===== src/design/ckmc_pkg.sv =====
// ----------------------------------------------------------------------------
// ckmc_pkg: shared types and constants
// Queue word layout, sequencer states and fixed-point constants.
// ----------------------------------------------------------------------------
package ckmc_pkg;

  localparam int unsigned CntW   = 21;
  localparam int unsigned SumW   = 37;
  localparam int unsigned CsumW  = 29;
  localparam int unsigned M2W    = 18;
  localparam int unsigned MagW   = 17;
  localparam int unsigned SqInW  = 34;
  localparam int unsigned SqOutW = 17;
  localparam int unsigned DvNW   = 37;
  localparam int unsigned DvDW   = 21;
  localparam int unsigned CfgIdxW = 3;
  localparam int unsigned CfgDatW = 21;

  localparam logic [CntW-1:0] CntMax   = {CntW{1'b1}};
  localparam logic [15:0]     OneQ15   = 16'd32768;
  localparam logic [MagW-1:0] MagWin   = 17'd49152;
  localparam logic [MagW-1:0] RefMagRst = 17'd64101;
  localparam logic [15:0]     RefRedRst = 16'd25153;
  localparam logic [15:0]     RefGrnRst = 16'd12605;
  localparam logic [15:0]     RefBluRst = 16'd16797;

  localparam logic [CfgIdxW-1:0] RegSimThr = 3'd0;
  localparam logic [CfgIdxW-1:0] RegMinCnt = 3'd1;
  localparam logic [CfgIdxW-1:0] RegWidth  = 3'd2;
  localparam logic [CfgIdxW-1:0] RegHeight = 3'd3;

  typedef struct packed {
    logic [7:0]       red;
    logic [7:0]       green;
    logic [7:0]       blue;
    logic [15:0]      pos_x;
    logic [15:0]      pos_y;
    logic [15:0]      pos_z;
    logic             point_valid;
    logic             last;
    logic             recal;
    logic             center;
    logic             black;
    logic [M2W-1:0]   m2;
  } item_t;

  typedef enum logic [3:0] {
    ST_IDLE, ST_MAG, ST_DIV, ST_DSQ, ST_DIST, ST_ACC, ST_CEN,
    ST_RDIV, ST_RSQ, ST_RMAG, ST_RUNIT, ST_OUT
  } state_e;

endpackage


===== src/design/color_key_mask_centroid.sv =====
// ----------------------------------------------------------------------------
// color_key_mask_centroid: color key mask with frame centroid
// Masks pixels near a unit reference color, sums matched 3D points and
// the central window color, reports the frame summary and recalibrates.
// ----------------------------------------------------------------------------
//  channel  | direction | handshake              | word
//  ---------+-----------+------------------------+---------------------------
//  pixel in | input     | in_valid_i / in_stall_o  | rgb, point, col, row, flags
//  result   | output    | out_valid_o / out_stall_i| mask and frame summary
//  config   | input     | cfg_valid_i / cfg_ready_o| register index and data
//
// In the back sequencer a pixel runs two square roots and three divides on the
// shared units, plus the squares and control states; a black pixel skips them.
// A final pixel adds up to three centroid divides, and a recalibration three
// more divides, a root and three unit divides. Reset loads the default reference
// and clears all sums. A two-word queue accepts pixels while the back works;
// a waiting result word holds in the output register until out_stall_i drops.
module color_key_mask_centroid #(
  parameter int unsigned MAX_COLS = 1024,
  parameter int unsigned MAX_ROWS = 1024
) (
  input  logic                            clk_i,
  input  logic                            rst_ni,
  input  logic                            in_valid_i,
  output logic                            in_stall_o,
  input  logic [7:0]                      red_i,
  input  logic [7:0]                      green_i,
  input  logic [7:0]                      blue_i,
  input  logic signed [15:0]              pos_x_i,
  input  logic signed [15:0]              pos_y_i,
  input  logic signed [15:0]              pos_z_i,
  input  logic                            point_valid_i,
  input  logic [9:0]                      col_i,
  input  logic [9:0]                      row_i,
  input  logic                            last_in_frame_i,
  input  logic                            recalibrate_i,
  output logic                            out_valid_o,
  input  logic                            out_stall_i,
  output logic [7:0]                      mask_o,
  output logic                            frame_done_o,
  output logic [20:0]                     match_count_o,
  output logic signed [15:0]              centroid_x_o,
  output logic signed [15:0]              centroid_y_o,
  output logic signed [15:0]              centroid_z_o,
  output logic                            beacon_present_o,
  output logic [20:0]                     center_pixels_o,
  input  logic                            cfg_valid_i,
  output logic                            cfg_ready_o,
  input  logic [ckmc_pkg::CfgIdxW-1:0]    cfg_index_i,
  input  logic [ckmc_pkg::CfgDatW-1:0]    cfg_data_i
);
  logic [7:0]  sim_thr_q;
  logic [20:0] min_cnt_q;
  logic [10:0] width_q, height_q;
  logic        empty, pop;
  ckmc_pkg::item_t head;
  logic [15:0] cx, cy, cz;

  // always ready: a write takes effect in the next cycle
  assign cfg_ready_o = 1'b1;

  always_ff @(posedge clk_i or negedge rst_ni) begin
    if (!rst_ni) begin
      sim_thr_q <= 8'd210;
      min_cnt_q <= 21'd4000;
      width_q   <= 11'd640;
      height_q  <= 11'd480;
    end else if (cfg_valid_i) begin
      unique case (cfg_index_i)
        ckmc_pkg::RegSimThr: sim_thr_q <= cfg_data_i[7:0];
        ckmc_pkg::RegMinCnt: min_cnt_q <= cfg_data_i;
        ckmc_pkg::RegWidth:  width_q   <= cfg_data_i[10:0];
        ckmc_pkg::RegHeight: height_q  <= cfg_data_i[10:0];
        default: ;  // drop writes to unknown registers
      endcase
    end
  end

  // front: classify and queue pixels
  ckmc_front #(.MAX_COLS(MAX_COLS), .MAX_ROWS(MAX_ROWS)) u_front (
    .clk_i, .rst_ni, .in_valid_i, .in_stall_o,
    .red_i, .green_i, .blue_i,
    .pos_x_i(pos_x_i), .pos_y_i(pos_y_i), .pos_z_i(pos_z_i),
    .point_valid_i, .col_i, .row_i, .last_in_frame_i, .recalibrate_i,
    .frame_width_i(width_q), .frame_height_i(height_q),
    .pop_i(pop), .empty_o(empty), .head_o(head)
  );

  // back: compute similarity, accumulate, summarize
  ckmc_back u_back (
    .clk_i, .rst_ni, .empty_i(empty), .head_i(head), .pop_o(pop),
    .sim_threshold_i(sim_thr_q), .min_count_i(min_cnt_q),
    .out_valid_o, .out_stall_i, .mask_o, .frame_done_o, .match_count_o,
    .centroid_x_o(cx), .centroid_y_o(cy), .centroid_z_o(cz),
    .beacon_present_o, .center_pixels_o
  );

  assign centroid_x_o = cx;
  assign centroid_y_o = cy;
  assign centroid_z_o = cz;

  a_mask_code: assert property (@(posedge clk_i) disable iff (!rst_ni)
    out_valid_o |-> (mask_o == 8'd0 || mask_o == 8'd255))
    else $error("mask is neither 0 nor 255");
  a_summary_zero: assert property (@(posedge clk_i) disable iff (!rst_ni)
    out_valid_o && !frame_done_o |-> match_count_o == '0 && center_pixels_o == '0
    && !beacon_present_o) else $error("summary set on a non-final pixel");
  a_empty_centroid: assert property (@(posedge clk_i) disable iff (!rst_ni)
    out_valid_o && match_count_o == '0 |-> centroid_x_o == '0 && centroid_y_o == '0
    && centroid_z_o == '0) else $error("centroid set with no matches");
endmodule


===== src/design/ckmc_div.sv =====
// ----------------------------------------------------------------------------
// ckmc_div: restoring unsigned divider
// One quotient bit per cycle; done pulses with quotient held.
// ----------------------------------------------------------------------------
module ckmc_div (
  input  logic                          clk_i,
  input  logic                          rst_ni,
  input  logic                          start_i,
  input  logic [ckmc_pkg::DvNW-1:0]     dividend_i,
  input  logic [ckmc_pkg::DvDW-1:0]     divisor_i,
  output logic                          done_o,
  output logic [ckmc_pkg::DvNW-1:0]     quotient_o
);
  localparam int unsigned N = ckmc_pkg::DvNW;
  localparam int unsigned D = ckmc_pkg::DvDW;

  logic [N-1:0] quo_q;
  logic [D-1:0] rem_q, div_q;
  logic [5:0]   cnt_q;
  logic         busy_q, done_q;
  logic [D:0]   tmp, diff;
  logic         take;

  assign tmp  = {rem_q, quo_q[N-1]};
  assign diff = tmp - {1'b0, div_q};
  assign take = (tmp >= {1'b0, div_q});

  always_ff @(posedge clk_i or negedge rst_ni) begin
    if (!rst_ni) begin
      busy_q <= 1'b0;
      done_q <= 1'b0;
      cnt_q  <= '0;
    end else begin
      done_q <= 1'b0;
      if (start_i) begin
        busy_q <= 1'b1;
        cnt_q  <= 6'(N);
      end else if (busy_q) begin
        cnt_q <= cnt_q - 6'd1;
        if (cnt_q == 6'd1) begin
          busy_q <= 1'b0;
          done_q <= 1'b1;
        end
      end
    end
  end

  always_ff @(posedge clk_i) begin
    if (start_i) begin
      quo_q <= dividend_i;
      rem_q <= '0;
      div_q <= divisor_i;
    end else if (busy_q) begin
      rem_q <= take ? diff[D-1:0] : tmp[D-1:0];
      quo_q <= {quo_q[N-2:0], take};
    end
  end

  assign done_o     = done_q;
  assign quotient_o = quo_q;
endmodule


===== src/design/ckmc_sqrt.sv =====
// ----------------------------------------------------------------------------
// ckmc_sqrt: digit-by-digit integer square root
// Two operand bits per cycle, floor result; done pulses with root held.
// ----------------------------------------------------------------------------
module ckmc_sqrt (
  input  logic                          clk_i,
  input  logic                          rst_ni,
  input  logic                          start_i,
  input  logic [ckmc_pkg::SqInW-1:0]    operand_i,
  output logic                          done_o,
  output logic [ckmc_pkg::SqOutW-1:0]   root_o
);
  localparam int unsigned W = ckmc_pkg::SqInW;
  localparam int unsigned R = ckmc_pkg::SqOutW;

  logic [W-1:0] op_q;
  logic [R+2:0] rem_q, rem_s, trial;
  logic [R-1:0] root_q;
  logic [4:0]   cnt_q;
  logic         busy_q, done_q;
  logic         take;

  assign rem_s = {rem_q[R:0], op_q[W-1:W-2]};
  assign trial = {1'b0, root_q, 2'b01};
  assign take  = (rem_s >= trial);

  always_ff @(posedge clk_i or negedge rst_ni) begin
    if (!rst_ni) begin
      busy_q <= 1'b0;
      done_q <= 1'b0;
      cnt_q  <= '0;
    end else begin
      done_q <= 1'b0;
      if (start_i) begin
        busy_q <= 1'b1;
        cnt_q  <= 5'(R);
      end else if (busy_q) begin
        cnt_q <= cnt_q - 5'd1;
        if (cnt_q == 5'd1) begin
          busy_q <= 1'b0;
          done_q <= 1'b1;
        end
      end
    end
  end

  always_ff @(posedge clk_i) begin
    if (start_i) begin
      op_q   <= operand_i;
      rem_q  <= '0;
      root_q <= '0;
    end else if (busy_q) begin
      op_q   <= {op_q[W-3:0], 2'b00};
      rem_q  <= take ? (rem_s - trial) : rem_s;
      root_q <= {root_q[R-2:0], take};
    end
  end

  assign done_o = done_q;
  assign root_o = root_q;
endmodule


===== src/design/ckmc_front.sv =====
// ----------------------------------------------------------------------------
// ckmc_front: pixel intake and classification
// Tags window membership and black pixels, forms r2+g2+b2, queues the word.
// ----------------------------------------------------------------------------
module ckmc_front #(
  parameter int unsigned MAX_COLS = 1024,
  parameter int unsigned MAX_ROWS = 1024
) (
  input  logic                 clk_i,
  input  logic                 rst_ni,
  input  logic                 in_valid_i,
  output logic                 in_stall_o,
  input  logic [7:0]           red_i,
  input  logic [7:0]           green_i,
  input  logic [7:0]           blue_i,
  input  logic [15:0]          pos_x_i,
  input  logic [15:0]          pos_y_i,
  input  logic [15:0]          pos_z_i,
  input  logic                 point_valid_i,
  input  logic [9:0]           col_i,
  input  logic [9:0]           row_i,
  input  logic                 last_in_frame_i,
  input  logic                 recalibrate_i,
  input  logic [10:0]          frame_width_i,
  input  logic [10:0]          frame_height_i,
  input  logic                 pop_i,
  output logic                 empty_o,
  output ckmc_pkg::item_t      head_o
);
  localparam int unsigned CW = $clog2(MAX_COLS + 1) + 4;
  localparam int unsigned RW = $clog2(MAX_ROWS + 1) + 4;

  ckmc_pkg::item_t q_mem [2];
  logic            wr_ptr_q, rd_ptr_q;
  logic [1:0]      cnt_q;
  logic            push;
  logic [CW-1:0]   w, c_lo, c_hi;
  logic [RW-1:0]   h, r_lo, r_hi;
  ckmc_pkg::item_t word;

  always_comb begin
    w = (32'(frame_width_i) > MAX_COLS) ? CW'(MAX_COLS) : CW'(frame_width_i);
    h = (32'(frame_height_i) > MAX_ROWS) ? RW'(MAX_ROWS) : RW'(frame_height_i);
    c_lo = (w * CW'(7)) >> 4;
    c_hi = (w * CW'(9)) >> 4;
    r_lo = (h * RW'(7)) >> 4;
    r_hi = (h * RW'(9)) >> 4;
    word.red         = red_i;
    word.green       = green_i;
    word.blue        = blue_i;
    word.pos_x       = pos_x_i;
    word.pos_y       = pos_y_i;
    word.pos_z       = pos_z_i;
    word.point_valid = point_valid_i;
    word.last        = last_in_frame_i;
    word.recal       = recalibrate_i;
    word.center      = (CW'(col_i) >= c_lo) && (CW'(col_i) <= c_hi) &&
                       (RW'(row_i) >= r_lo) && (RW'(row_i) <= r_hi);
    word.black       = (red_i == 8'd0) && (green_i == 8'd0) && (blue_i == 8'd0);
    word.m2          = ckmc_pkg::M2W'(16'(red_i) * 16'(red_i)) +
                       ckmc_pkg::M2W'(16'(green_i) * 16'(green_i)) +
                       ckmc_pkg::M2W'(16'(blue_i) * 16'(blue_i));
  end

  assign in_stall_o = (cnt_q == 2'd2);
  assign push       = in_valid_i && !in_stall_o;
  assign empty_o    = (cnt_q == 2'd0);
  assign head_o     = q_mem[rd_ptr_q];

  always_ff @(posedge clk_i or negedge rst_ni) begin
    if (!rst_ni) begin
      wr_ptr_q <= 1'b0;
      rd_ptr_q <= 1'b0;
      cnt_q    <= 2'd0;
    end else begin
      if (push) wr_ptr_q <= !wr_ptr_q;
      if (pop_i) rd_ptr_q <= !rd_ptr_q;
      cnt_q <= cnt_q + {1'b0, push} - {1'b0, pop_i};
    end
  end

  always_ff @(posedge clk_i) begin
    if (push) q_mem[wr_ptr_q] <= word;
  end
endmodule


===== src/design/ckmc_back.sv =====
// ----------------------------------------------------------------------------
// ckmc_back: per-pixel sequencer and frame accumulators
// Drives the shared divider and square root over each queued word.
// ----------------------------------------------------------------------------
module ckmc_back (
  input  logic                        clk_i,
  input  logic                        rst_ni,
  input  logic                        empty_i,
  input  ckmc_pkg::item_t             head_i,
  output logic                        pop_o,
  input  logic [7:0]                  sim_threshold_i,
  input  logic [ckmc_pkg::CntW-1:0]   min_count_i,
  output logic                        out_valid_o,
  input  logic                        out_stall_i,
  output logic [7:0]                  mask_o,
  output logic                        frame_done_o,
  output logic [ckmc_pkg::CntW-1:0]   match_count_o,
  output logic [15:0]                 centroid_x_o,
  output logic [15:0]                 centroid_y_o,
  output logic [15:0]                 centroid_z_o,
  output logic                        beacon_present_o,
  output logic [ckmc_pkg::CntW-1:0]   center_pixels_o
);
  localparam int unsigned CntW  = ckmc_pkg::CntW;
  localparam int unsigned SumW  = ckmc_pkg::SumW;
  localparam int unsigned CsumW = ckmc_pkg::CsumW;

  ckmc_pkg::state_e state_q, state_d;
  ckmc_pkg::item_t  item_q;
  logic [1:0]       idx_q, idx_d;
  logic             wait_q, wait_d;

  logic [ckmc_pkg::MagW-1:0] mag_q, ref_mag_q;
  logic [15:0]               ref_q [3];
  logic [15:0]               n_q [3];
  logic [15:0]               a_q [3];
  logic [15:0]               cent_q [3];
  logic [ckmc_pkg::SqInW-1:0] acc_q;
  logic [7:0]                sim_q;

  logic [CntW-1:0]           match_q, center_q;
  logic signed [SumW-1:0]    sum_q [3];
  logic [CsumW-1:0]          csum_q [3];

  logic div_start, div_done, sq_start, sq_done;
  logic [ckmc_pkg::DvNW-1:0]   div_n, div_quo;
  logic [ckmc_pkg::DvDW-1:0]   div_d;
  logic [ckmc_pkg::SqInW-1:0]  sq_in;
  logic [ckmc_pkg::SqOutW-1:0] sq_root;

  logic [15:0] mul_a;
  logic [31:0] mul_p;
  logic [7:0]  comp;
  logic [SumW-1:0] sum_mag;
  logic        sum_neg, out_free, last_comp;
  logic [ckmc_pkg::DvNW-1:0] q_clamp;
  logic [15:0] sub_x;
  logic [23:0] sim_prod;
  logic [ckmc_pkg::MagW-1:0] mag_diff;
  logic        mask_hit, match_now, center_now;

  ckmc_div u_div (
    .clk_i, .rst_ni, .start_i(div_start), .dividend_i(div_n),
    .divisor_i(div_d), .done_o(div_done), .quotient_o(div_quo)
  );

  ckmc_sqrt u_sqrt (
    .clk_i, .rst_ni, .start_i(sq_start), .operand_i(sq_in),
    .done_o(sq_done), .root_o(sq_root)
  );

  always_comb begin
    unique case (idx_q)
      2'd0:    comp = item_q.red;
      2'd1:    comp = item_q.green;
      default: comp = item_q.blue;
    endcase
  end

  assign last_comp = (idx_q == 2'd2);
  assign sum_neg   = sum_q[idx_q][SumW-1];
  assign sum_mag   = sum_neg ? SumW'(-sum_q[idx_q]) : SumW'(sum_q[idx_q]);
  assign q_clamp   = (div_quo > ckmc_pkg::DvNW'(ckmc_pkg::OneQ15)) ?
                     ckmc_pkg::DvNW'(ckmc_pkg::OneQ15) : div_quo;
  assign out_free  = !out_valid_o || !out_stall_i;

  // shared squarer for the distance and the recalibration magnitude
  always_comb begin
    if (state_q == ckmc_pkg::ST_RSQ) begin
      mul_a = a_q[idx_q];
    end else begin
      mul_a = (n_q[idx_q] > ref_q[idx_q]) ? (n_q[idx_q] - ref_q[idx_q]) :
                                            (ref_q[idx_q] - n_q[idx_q]);
    end
    mul_p = 32'(mul_a) * 32'(mul_a);
  end

  always_comb begin
    mag_diff = (mag_q > ref_mag_q) ? (mag_q - ref_mag_q) : (ref_mag_q - mag_q);
    sub_x    = ckmc_pkg::OneQ15 - sq_root[15:0];
    sim_prod = {sub_x, 8'd0} - 24'(sub_x);
    mask_hit   = ((sim_q >= sim_threshold_i) ? 8'd255 : 8'd0) >= sim_threshold_i;
    match_now  = mask_hit && item_q.point_valid && (match_q != ckmc_pkg::CntMax);
    center_now = item_q.center && (center_q != ckmc_pkg::CntMax);
  end

  // next state and unit controls
  always_comb begin
    state_d   = state_q;
    idx_d     = idx_q;
    wait_d    = wait_q;
    pop_o     = 1'b0;
    div_start = 1'b0;
    sq_start  = 1'b0;
    div_n     = '0;
    div_d     = '0;
    sq_in     = '0;
    unique case (state_q)
      ckmc_pkg::ST_IDLE: begin
        if (!empty_i) begin
          pop_o   = 1'b1;
          state_d = head_i.black ? ckmc_pkg::ST_ACC : ckmc_pkg::ST_MAG;
        end
      end
      ckmc_pkg::ST_MAG: begin
        sq_in = {item_q.m2, 16'd0};
        if (!wait_q) begin
          sq_start = 1'b1;
          wait_d   = 1'b1;
        end else if (sq_done) begin
          wait_d  = 1'b0;
          idx_d   = 2'd0;
          state_d = ckmc_pkg::ST_DIV;
        end
      end
      ckmc_pkg::ST_DIV, ckmc_pkg::ST_RDIV, ckmc_pkg::ST_RUNIT: begin
        if (state_q == ckmc_pkg::ST_DIV) begin
          div_n = ckmc_pkg::DvNW'({comp, 23'd0});
          div_d = ckmc_pkg::DvDW'(mag_q);
        end else if (state_q == ckmc_pkg::ST_RDIV) begin
          div_n = ckmc_pkg::DvNW'({csum_q[idx_q], 8'd0});
          div_d = center_q;
        end else begin
          div_n = ckmc_pkg::DvNW'({a_q[idx_q], 15'd0});
          div_d = ckmc_pkg::DvDW'(ref_mag_q);
        end
        if (!wait_q) begin
          div_start = 1'b1;
          wait_d    = 1'b1;
        end else if (div_done) begin
          wait_d = 1'b0;
          idx_d  = last_comp ? 2'd0 : idx_q + 2'd1;
          if (last_comp) begin
            priority case (state_q)
              ckmc_pkg::ST_DIV:  state_d = ckmc_pkg::ST_DSQ;
              ckmc_pkg::ST_RDIV: state_d = ckmc_pkg::ST_RSQ;
              default:           state_d = ckmc_pkg::ST_OUT;
            endcase
          end
        end
      end
      ckmc_pkg::ST_DSQ, ckmc_pkg::ST_RSQ: begin
        idx_d = last_comp ? 2'd0 : idx_q + 2'd1;
        if (last_comp) begin
          state_d = (state_q == ckmc_pkg::ST_DSQ) ? ckmc_pkg::ST_DIST : ckmc_pkg::ST_RMAG;
        end
      end
      ckmc_pkg::ST_DIST, ckmc_pkg::ST_RMAG: begin
        sq_in = acc_q;
        if (!wait_q) begin
          sq_start = 1'b1;
          wait_d   = 1'b1;
        end else if (sq_done) begin
          wait_d = 1'b0;
          if (state_q == ckmc_pkg::ST_DIST) begin
            state_d = ckmc_pkg::ST_ACC;
          end else begin
            state_d = (sq_root == '0) ? ckmc_pkg::ST_OUT : ckmc_pkg::ST_RUNIT;
          end
        end
      end
      ckmc_pkg::ST_ACC: begin
        idx_d   = 2'd0;
        state_d = item_q.last ? ckmc_pkg::ST_CEN : ckmc_pkg::ST_OUT;
      end
      ckmc_pkg::ST_CEN: begin
        div_n = ckmc_pkg::DvNW'(sum_mag);
        div_d = match_q;
        if (match_q == '0) begin
          idx_d = last_comp ? 2'd0 : idx_q + 2'd1;
        end else if (!wait_q) begin
          div_start = 1'b1;
          wait_d    = 1'b1;
        end else if (div_done) begin
          wait_d = 1'b0;
          idx_d  = last_comp ? 2'd0 : idx_q + 2'd1;
        end
        if (last_comp && ((match_q == '0) || (wait_q && div_done))) begin
          state_d = (item_q.recal && (center_q != '0)) ? ckmc_pkg::ST_RDIV :
                                                         ckmc_pkg::ST_OUT;
        end
      end
      ckmc_pkg::ST_OUT: begin
        if (out_free) state_d = ckmc_pkg::ST_IDLE;
      end
      default: state_d = ckmc_pkg::ST_IDLE;
    endcase
  end

  always_ff @(posedge clk_i or negedge rst_ni) begin
    if (!rst_ni) begin
      state_q   <= ckmc_pkg::ST_IDLE;
      idx_q     <= 2'd0;
      wait_q    <= 1'b0;
      out_valid_o <= 1'b0;
      ref_mag_q <= ckmc_pkg::RefMagRst;
      ref_q[0]  <= ckmc_pkg::RefRedRst;
      ref_q[1]  <= ckmc_pkg::RefGrnRst;
      ref_q[2]  <= ckmc_pkg::RefBluRst;
      match_q   <= '0;
      center_q  <= '0;
      for (int k = 0; k < 3; k++) begin
        sum_q[k]  <= '0;
        csum_q[k] <= '0;
      end
    end else begin
      state_q <= state_d;
      idx_q   <= idx_d;
      wait_q  <= wait_d;
      if (state_q == ckmc_pkg::ST_OUT && out_free) begin
        out_valid_o <= 1'b1;
      end else if (out_valid_o && !out_stall_i) begin
        out_valid_o <= 1'b0;
      end
      if (state_q == ckmc_pkg::ST_RMAG && sq_done && sq_root != '0) begin
        ref_mag_q <= sq_root;
      end
      if (state_q == ckmc_pkg::ST_RUNIT && div_done) begin
        ref_q[idx_q] <= q_clamp[15:0];
      end
      if (state_q == ckmc_pkg::ST_ACC) begin
        if (match_now) begin
          match_q  <= match_q + CntW'(1);
          sum_q[0] <= sum_q[0] + SumW'(signed'(item_q.pos_x));
          sum_q[1] <= sum_q[1] + SumW'(signed'(item_q.pos_y));
          sum_q[2] <= sum_q[2] + SumW'(signed'(item_q.pos_z));
        end
        if (center_now) begin
          center_q  <= center_q + CntW'(1);
          csum_q[0] <= csum_q[0] + CsumW'(item_q.red);
          csum_q[1] <= csum_q[1] + CsumW'(item_q.green);
          csum_q[2] <= csum_q[2] + CsumW'(item_q.blue);
        end
      end
      if (state_q == ckmc_pkg::ST_OUT && out_free) begin
        if (item_q.last) begin
          match_q  <= '0;
          center_q <= '0;
          for (int k = 0; k < 3; k++) begin
            sum_q[k]  <= '0;
            csum_q[k] <= '0;
          end
        end
      end
    end
  end

  // datapath registers, no reset needed
  always_ff @(posedge clk_i) begin
    unique case (state_q)
      ckmc_pkg::ST_IDLE: begin
        item_q <= head_i;
        sim_q  <= 8'd0;
      end
      ckmc_pkg::ST_MAG: if (sq_done) mag_q <= sq_root;
      ckmc_pkg::ST_DIV: if (div_done) n_q[idx_q] <= q_clamp[15:0];
      ckmc_pkg::ST_DSQ: begin
        acc_q <= ((idx_q == 2'd0) ? '0 : acc_q) + ckmc_pkg::SqInW'(mul_p);
      end
      ckmc_pkg::ST_RSQ: begin
        acc_q <= ((idx_q == 2'd0) ? '0 : acc_q) + ckmc_pkg::SqInW'(mul_p);
      end
      ckmc_pkg::ST_DIST: begin
        if (sq_done) begin
          if (sq_root >= ckmc_pkg::SqOutW'(ckmc_pkg::OneQ15) ||
              mag_diff > ckmc_pkg::MagWin) begin
            sim_q <= 8'd0;
          end else begin
            sim_q <= sim_prod[22:15];
          end
        end
      end
      ckmc_pkg::ST_CEN: begin
        if (match_q == '0) begin
          cent_q[idx_q] <= 16'd0;
        end else if (div_done) begin
          cent_q[idx_q] <= sum_neg ? 16'(-div_quo[15:0]) : div_quo[15:0];
        end
      end
      ckmc_pkg::ST_RDIV: if (div_done) a_q[idx_q] <= div_quo[15:0];
      ckmc_pkg::ST_OUT: begin
        if (out_free) begin
          mask_o           <= (sim_q >= sim_threshold_i) ? 8'd255 : 8'd0;
          frame_done_o     <= item_q.last;
          match_count_o    <= item_q.last ? match_q : '0;
          centroid_x_o     <= item_q.last ? cent_q[0] : 16'd0;
          centroid_y_o     <= item_q.last ? cent_q[1] : 16'd0;
          centroid_z_o     <= item_q.last ? cent_q[2] : 16'd0;
          beacon_present_o <= item_q.last && (match_q >= min_count_i);
          center_pixels_o  <= item_q.last ? center_q : '0;
        end
      end
      default: ;
    endcase
  end

  a_one_unit: assert property (@(posedge clk_i) disable iff (!rst_ni)
    !(div_start && sq_start)) else $error("divider and root started together");
  a_pop_idle: assert property (@(posedge clk_i) disable iff (!rst_ni)
    pop_o |-> (state_q == ckmc_pkg::ST_IDLE) && !empty_i)
    else $error("queue popped outside idle");
  a_no_wait_idle: assert property (@(posedge clk_i) disable iff (!rst_ni)
    state_q == ckmc_pkg::ST_IDLE |-> !wait_q) else $error("unit wait left set");
endmodule

===== config.mk =====
export PLATFORM = sky130hd
export DESIGN_NAME = color_key_mask_centroid
export DESIGN_NICKNAME = d
export VERILOG_FILES = /design/src/design/ckmc_pkg.sv /design/src/design/color_key_mask_centroid.sv /design/src/design/ckmc_div.sv /design/src/design/ckmc_sqrt.sv /design/src/design/ckmc_front.sv /design/src/design/ckmc_back.sv
export SDC_FILE = /design/constraint.sdc
export NUM_CORES = 2
export LEC_CHECK = 0
export ABC_AREA = 1
export ABC_CLOCK_PERIOD_IN_PS = 9650
export BUFFER_PORTS_ARGS = -buffer_cell sky130_fd_sc_hd__buf_2
export CAP_MARGIN = 20
export CELL_PAD_IN_SITES_DETAIL_PLACEMENT = 1
export CELL_PAD_IN_SITES_GLOBAL_PLACEMENT = 1
export CORE_UTILIZATION = 25
export DETAILED_ROUTE_END_ITERATION = 8
export GPL_ROUTABILITY_DRIVEN = 1
export GPL_TIMING_DRIVEN = 0
export PLACE_DENSITY = 0.5
export SYNTH_ARGS = -nofsm -noshare
export SYNTH_HDL_FRONTEND = slang
export SYNTH_SLANG_ARGS = --single-unit

===== constraint.sdc =====
create_clock -name clk_i -period 9.65 [get_ports clk_i]
set_clock_uncertainty 0.15 [all_clocks]
set_input_delay 1.93 -clock clk_i [delete_from_list [all_inputs] [get_ports clk_i]]
set_output_delay 1.93 -clock clk_i [all_outputs]
set_load 0.02 [all_outputs]

== Word-level counts from Yosys, hierarchy flattened ==
Memory sizes are Yosys's and may differ from the RTL's. A register that Yosys moved wholly into a read port is not among the register bits.
Index checks and enable logic that the tools add are counted.
Widths: inputs -> output; s select.

* Multipliers: 8
* Order comparisons: 18
* Add/sub/neg operators: 26
* Bitwise gates (word level): 2
* Reduce and logical (&&, ||, !) cells: 61
* Equal/unequal tests: 34
* Multiplexer cells: 125

{| class="wikitable"
|+ Operators by type and width
! kind !! count
|-
| $mux 111 || 4
|-
| $mux 87 || 4
|-
| $mux 37 || 7
|-
| $mux 21 || 11
|-
| $mux 16 || 8
|-
| $add 37x16->37 || 3
|-
| $mux 34 || 3
|-
| $add 29x8->29 || 3
|-
| $bmux 37 s2 || 1
|-
| $pmux 37 s2 || 1
|-
| $pmux 34 s2 || 1
|-
| $mux 4 || 15
|-
| $bmux 29 s2 || 1
|-
| $mux 29 || 2
|-
| $bwmux 48 || 1
|-
| $mul 8x8->16 || 3
|-
| $add 21x1->21 const B || 2
|-
| $ne 21x21->1 const B || 2
|-
| $pmux 21 s2 || 1
|-
| $mux 1 || 38
|-
| $gt 37x16->1 const B || 1
|-
| $neg 37->37 || 1
|-
| $add 34x32->34 || 1
|-
| $sub 17x17->17 || 2
|-
| 78 further kinds || 158
|}

* Memory bits (writable): 334
* Word-level logic and storage cells: 332
* Memories kept: 4
* Input bits: 124
* Register bits: 736
* Output and inout port bits: 103

{| class="wikitable"
|+ Memories
! memory !! words !! bits a word !! read ports !! clocked after memory_dff !! wr ports !! line !! text
|-
| u_front.q_mem || 2 || 95 || 1 || 0 || 1 || ckmc_front.sv:33 || <nowiki>ckmc_pkg::item_t q_mem [2];</nowiki>
|-
| u_back.a_q || 3 || 16 || 1 || 0 || 1 || ckmc_back.sv:36 || <nowiki>logic [15:0] a_q [3];</nowiki>
|-
| u_back.cent_q || 3 || 16 || 3 || 3 || 1 || ckmc_back.sv:37 || <nowiki>logic [15:0] cent_q [3];</nowiki>
|-
| u_back.n_q || 3 || 16 || 1 || 0 || 1 || ckmc_back.sv:35 || <nowiki>logic [15:0] n_q [3];</nowiki>
|}

== Depth between registers and ports, before layout ==
* Word-level depth: 9
* Depth in mapped cells: 50
* Gate-level depth less buffers: 46

== Hierarchy ==
A second synthesis with hierarchy kept.

* Cell total of the unflattened synthesis: 9954
* Area total of the unflattened synthesis: 82031.2 µm²

{| class="wikitable"
|+ By module, submodules not included
! module !! cells an instance !! area an instance (µm²) !! instances !! seq. area each (µm²)
|-
| ckmc_back || 6923 || 54295.8 || 1 || 19581.3
|-
| ckmc_front || 1551 || 16196.8 || 1 || 5805.6
|-
| ckmc_div || 675 || 5168.7 || 1 || 2362.3
|-
| ckmc_sqrt || 571 || 4302.9 || 1 || 1896.8
|-
| color_key_mask_centroid || 234 || 2067.0 || 1 || 1296.2
|}

== Worst setup path before layout ==
OpenSTA, ideal clock, no wires.

* Kind: input to register
* Start: in red_i[6]
* End: mem u_front.q_mem[0][17] in the netlist's numbering, data pin
* Arrival: 9.557 ns
* Slack: -0.326 ns
* Stages on the path: 27
* Data required time: 9.231 ns
* Library setup time: 0.269 ns
* Path through: clkbuf_1 nand2_1 inv_1 fa_1 inv_1 fa_1 inv_1 fa_1 fa_1 fa_1 fa_1 ha_1 inv_1 o31ai_1 xnor2_1 fa_1 inv_1 fa_1 fa_1 fa_1 ha_1 nand4_1 o221ai_1 a31oi_1 or2_2 o21ai_0 xor2_1

{| class="wikitable"
|+ RTL lines
! element !! line !! text
|-
| start: declaration || color_key_mask_centroid.sv:26 || <nowiki>input logic [7:0] red_i,</nowiki>
|-
| end: declaration || ckmc_front.sv:33 ||
|}

== Worst setup path in the final report ==
* Start: reg u_back.idx_q[0]
* End: reg u_back.acc_q[30] in the netlist's numbering, data pin

* Cells in the longest elaborated chain, start to end: 9
* Elaborated cells on any way between the ends: 15
* Those cells by class: add/sub (3); mul (1); order compare (1); mux (6); bitwise (1); reduce/logical (1); memory (2)

{| class="wikitable"
|+ Ends and longest elaborated chain
! element !! line !! text
|-
| start: declaration || ckmc_back.sv:30 || <nowiki>logic [1:0] idx_q, idx_d;</nowiki>
|-
| start signal: assignment || ckmc_back.sv:228 || <nowiki>idx_q <= idx_d;</nowiki>
|-
| $not 2->3 (not written as such) || ckmc_back.sv:92, ckmc_back.sv:93 ||
|-
| $bmux 16 s2 || ckmc_back.sv:92, ckmc_back.sv:93 ||
|-
| $mux 16 (not written as such) (2 in series) || ckmc_back.sv:92, ckmc_back.sv:93 ||
|-
| $sub 16x16->16 (tied with other cells) || ckmc_back.sv:93 || <nowiki>(ref_q[idx_q] - n_q[idx_q]);</nowiki>
|-
| $mux 16 || ckmc_back.sv:92 || <nowiki>mul_a = (n_q[idx_q] > ref_q[idx_q]) ? (n_q[idx_q] - ref_q[idx_q]) :</nowiki>
|-
| $mux 16 || ckmc_back.sv:89 || <nowiki>if (state_q == ckmc_pkg::ST_RSQ) begin</nowiki>
|-
| $mul 16x16->32 || ckmc_back.sv:95 || <nowiki>mul_p = 32'(mul_a) * 32'(mul_a);</nowiki>
|-
| $add 34x32->34 * || ckmc_back.sv:278, ckmc_back.sv:281 ||
|-
| end signal: assignment || ckmc_back.sv:278 || <nowiki>acc_q <= ((idx_q == 2'd0) ? '0 : acc_q) + ckmc_pkg::SqInW'(mul_p);</nowiki>
|-
| end signal: assignment || ckmc_back.sv:281 || <nowiki>acc_q <= ((idx_q == 2'd0) ? '0 : acc_q) + ckmc_pkg::SqInW'(mul_p);</nowiki>
|-
| end: declaration || ckmc_back.sv:38 || <nowiki>logic [ckmc_pkg::SqInW-1:0] acc_q;</nowiki>
|}

Mark *: on every way between the ends. The rest lies on a longest branch, timed or not. The select of a mux whose other input is x is not followed.
A chain may end at the register's enable or synchronous reset.

==> metrics.txt <==
worst hold path class reg -> reg; total negative slack 0 ps; Core ar. 316,000 µm²; fillers 37,000; CP Launch Type flip-flop; CTS root buffer clkbuf_16; Rel. slew slack 16.6%; commonest non-fill, non-tap cell in the layout nand2_1; Arr. time, crit path 9980 ps; initial DRC count 3,649; commonest cells after routing, fill and taps aside nand2_1 (1,839), inv_1 (1,531), nor2_1 (826), edfxtp_1 (672), ha_1 (558); Mapped Area 79,500 µm²; vias in the first global route 70,600; CP max stage delay 510 ps; FF+latch area 30,900 µm²; CP Capture Type flip-flop; Post-Syn Nets 10,400; global-route wire length before repair 461,000 µm; outcome complete, no violations; Avg Cell Area, Syn 8.53 µm²; DR WL/cell 22.0 µm; Slowest-stage cell, CP fa_1; HP Start u_back.u_sqrt.root_o[1]$_SDFFE_PP0P_; Synth Flop Type edfxtp_1; Die W 566 µm; final hold vios 0; IO buf count 225; register bit total from synthesis 1,111; Vias 66,500; distinct cell type count after synthesis 75; Syn. warnings 0; r2r startpoint u_back.idx_q[0]$_DFFE_PN0P_; Total Routing Usage GR 18.9%; Worst Setup Path Type reg -> reg; grt total ovfl 0; Clock transition at path regs 60 ps; I/O pins 227; # clock sinks 1,111; Detail Placement HPWL 252,000 µm; CTS buffer count 151; asr flop ratio synth 34.5%; max cap viols 0; worst path required time 10,140 ps; H-tree levels 4; layout cell share with drive strength beyond 1 11.0%; die extent in y 566 µm; maximum clock path buffer count 4; first-pass detailed-route iteration total 5; origin of the worst setup path u_back.idx_q[0]$_DFFE_PN0P_; drt via density 4.73; Residual DRC 0; register area share after synthesis 38.9%; Clk Latency, worst-skew pair 850 ps; worst slew pin tran 1240 ps; pins over their slew limit 0; Initial Util 25.2%; final setup fails 0; Layout Nets 10,800; Max Clk Rate 105 MHz; post-route minimum period 9490 ps; DRT antenna net count 0; # hold bufs at CTS 0; drt total wl 309,000 µm; Post-synth EDFFs 672; final setup margin 162 ps; RD Place Congestion 0.908; Tcrit/Tclk final 98.3%; initial antenna violation count 22; largest net degree at the start of global routing 102; placement row count 206; Place WS -2840 ps; Cells after Synth 9,325; die area 320,000 µm²; footprint of the multi-input gates 42,700 µm²; P&R area growth vs syn 17.4%; TritonCTS clock tree built; Critical Path Fanout Max 19
[per-layer routing]
metal	up-vias	wire length, µm	global-route usage (%)
li1	31700	-	-
met1	33400	151000	27.0
met2	1117	138000	30.2
met3	341	10700	2.06
met4	14	8890	5.30
met5	-	100	0
[logic make-up (layout without fill, tap and decap cells)]
kind of cell	Yosys count	in the layout	synth area share, %
muxes	96	96	1.36
xor gates and xnor gates	290	290	3.19
other	1	8	0.00472
buffers and inverters	1844	2408	8.94
DFF	1111	1111	38.9
adders and majority gates	927	927	17.8
and+or+nand+nor	3379	3379	17.5
AOI/OAI and AO/OA	1677	1677	12.3
[synth_stat cells, types with 27 or more instances]
library cell / instances / area share, %
buf_2: 54 / 0.34
fa_1: 340 / 8.6
o21ai_0: 572 / 3.6
edfxtp_1: 672 / 25
nor3_1: 119 / 0.75
a31oi_1: 60 / 0.47
dfrtp_1: 337 / 11
o21a_1: 27 / 0.25
a211oi_1: 68 / 0.64
clkbuf_1: 180 / 0.85
xnor2_1: 99 / 1.1
nand3_1: 293 / 1.8
o21bai_1: 48 / 0.45
o211ai_1: 41 / 0.39
nor4_1: 44 / 0.35
xor2_1: 191 / 2.1
nand2_1: 1866 / 8.8
o221ai_1: 32 / 0.35
nor2_1: 855 / 4.0
dfxtp_1: 56 / 1.4
nand4_1: 102 / 0.80
o21ai_1: 32 / 0.20
a21oi_1: 538 / 3.4
a221oi_1: 31 / 0.34
mux2_2: 94 / 1.3
dfstp_2: 46 / 1.5
o22ai_1: 60 / 0.47
a21o_1: 41 / 0.39
inv_1: 1545 / 7.3
ha_1: 587 / 9.2
[final cells by class]
type | instances | share of cell area (%)
antenna | 7 | 0.0188
buffer | 256 | 1.47
clock buffer | 198 | 4.42
clock inverter | 64 | 0.876
inverter | 1571 | 6.37
multi-input combinational | 6370 | 45.7
sequential | 1111 | 33.1
tap | 4160 | 5.57
timing repair buffer | 319 | 2.45
[sequential cells by signal, indices dropped and copies added (netlist names), 17 cells and up]
signal and flops:
u_back.center_q 21, u_back.a_q 48, u_back.center_pixels_o 21, u_back.u_div.div_q 21, u_back.n_q 48, u_back.match_count_o 21
u_back.sum_q 111, u_back.item_q 94, min_cnt_q 21, u_back.u_sqrt.rem_q 18, u_back.match_q 21, u_back.cent_q 48
u_back.ref_q 48, u_front.q_mem 190, u_back.u_sqrt.op_q 34, u_back.u_sqrt.root_o 17, u_back.u_div.rem_q 21, u_back.csum_q 87
u_back.acc_q 34, u_back.u_div.quotient_o 37, u_back.ref_mag_q 17, u_back.mag_q 17
[worst paths after layout]
check	endpoint	slack, ps	depth (start not counted)
worst max-delay path	u_back.acc_q[30]$_DFFE_PN_	160	40
worst min-delay path	u_back.mag_q[1]$_DFFE_PP_	320	0
min in group asynchronous	u_back.sum_q[87]$_DFF_PN0_	730	1
worst min register to register	u_back.mag_q[1]$_DFFE_PP_	320	0
worst max register to register	u_back.acc_q[30]$_DFFE_PN_	160	40
max in group asynchronous	u_back.u_sqrt.cnt_q[0]$_DFFE_PN0P_	7130	3
[through the flow]
| step | cells | hold slack (ps) | area [µm²] | utilization (%) |
|---|---|---|---|---|
| 2_1_floorplan | 9325 | 280 | 79600 | - |
| 3_3_place_gp | 13700 | 295 | 85900 | 27.2 |
| 3_5_place_dp | 13700 | 306 | 86600 | 27.4 |
| 4_1_cts | 14000 | 323 | 92300 | 29.2 |
| 5_1_grt | 14100 | 333 | 93400 | 29.6 |
| 6_report | 14100 | 316 | 93400 | 29.6 |
[repair_timing]
action | in CTS | in global routing
endpoints found under the hold margin | 0 | 0
pin swaps | 18 | 44
cloned | 0 | 1
buffers inserted | 20 | 39
setup endpoints to repair | 39 | 30
resized for setup | 184 | 171
[worst max-delay path: cells and delay by family (launching register included)]
family | cells | cell delay (ps)
AOI/OAI and AO/OA | 7 | 1250
xor gates and xnor gates | 1 | 240
adders and majority gates | 8 | 3610
buffers and inverters | 14 | 1900
DFF | 1 | 440
and+or+nand+nor | 10 | 1630
Power is not shown: default switching activity piles up to over one toggle a cycle in this logic, so the estimate is an artifact.
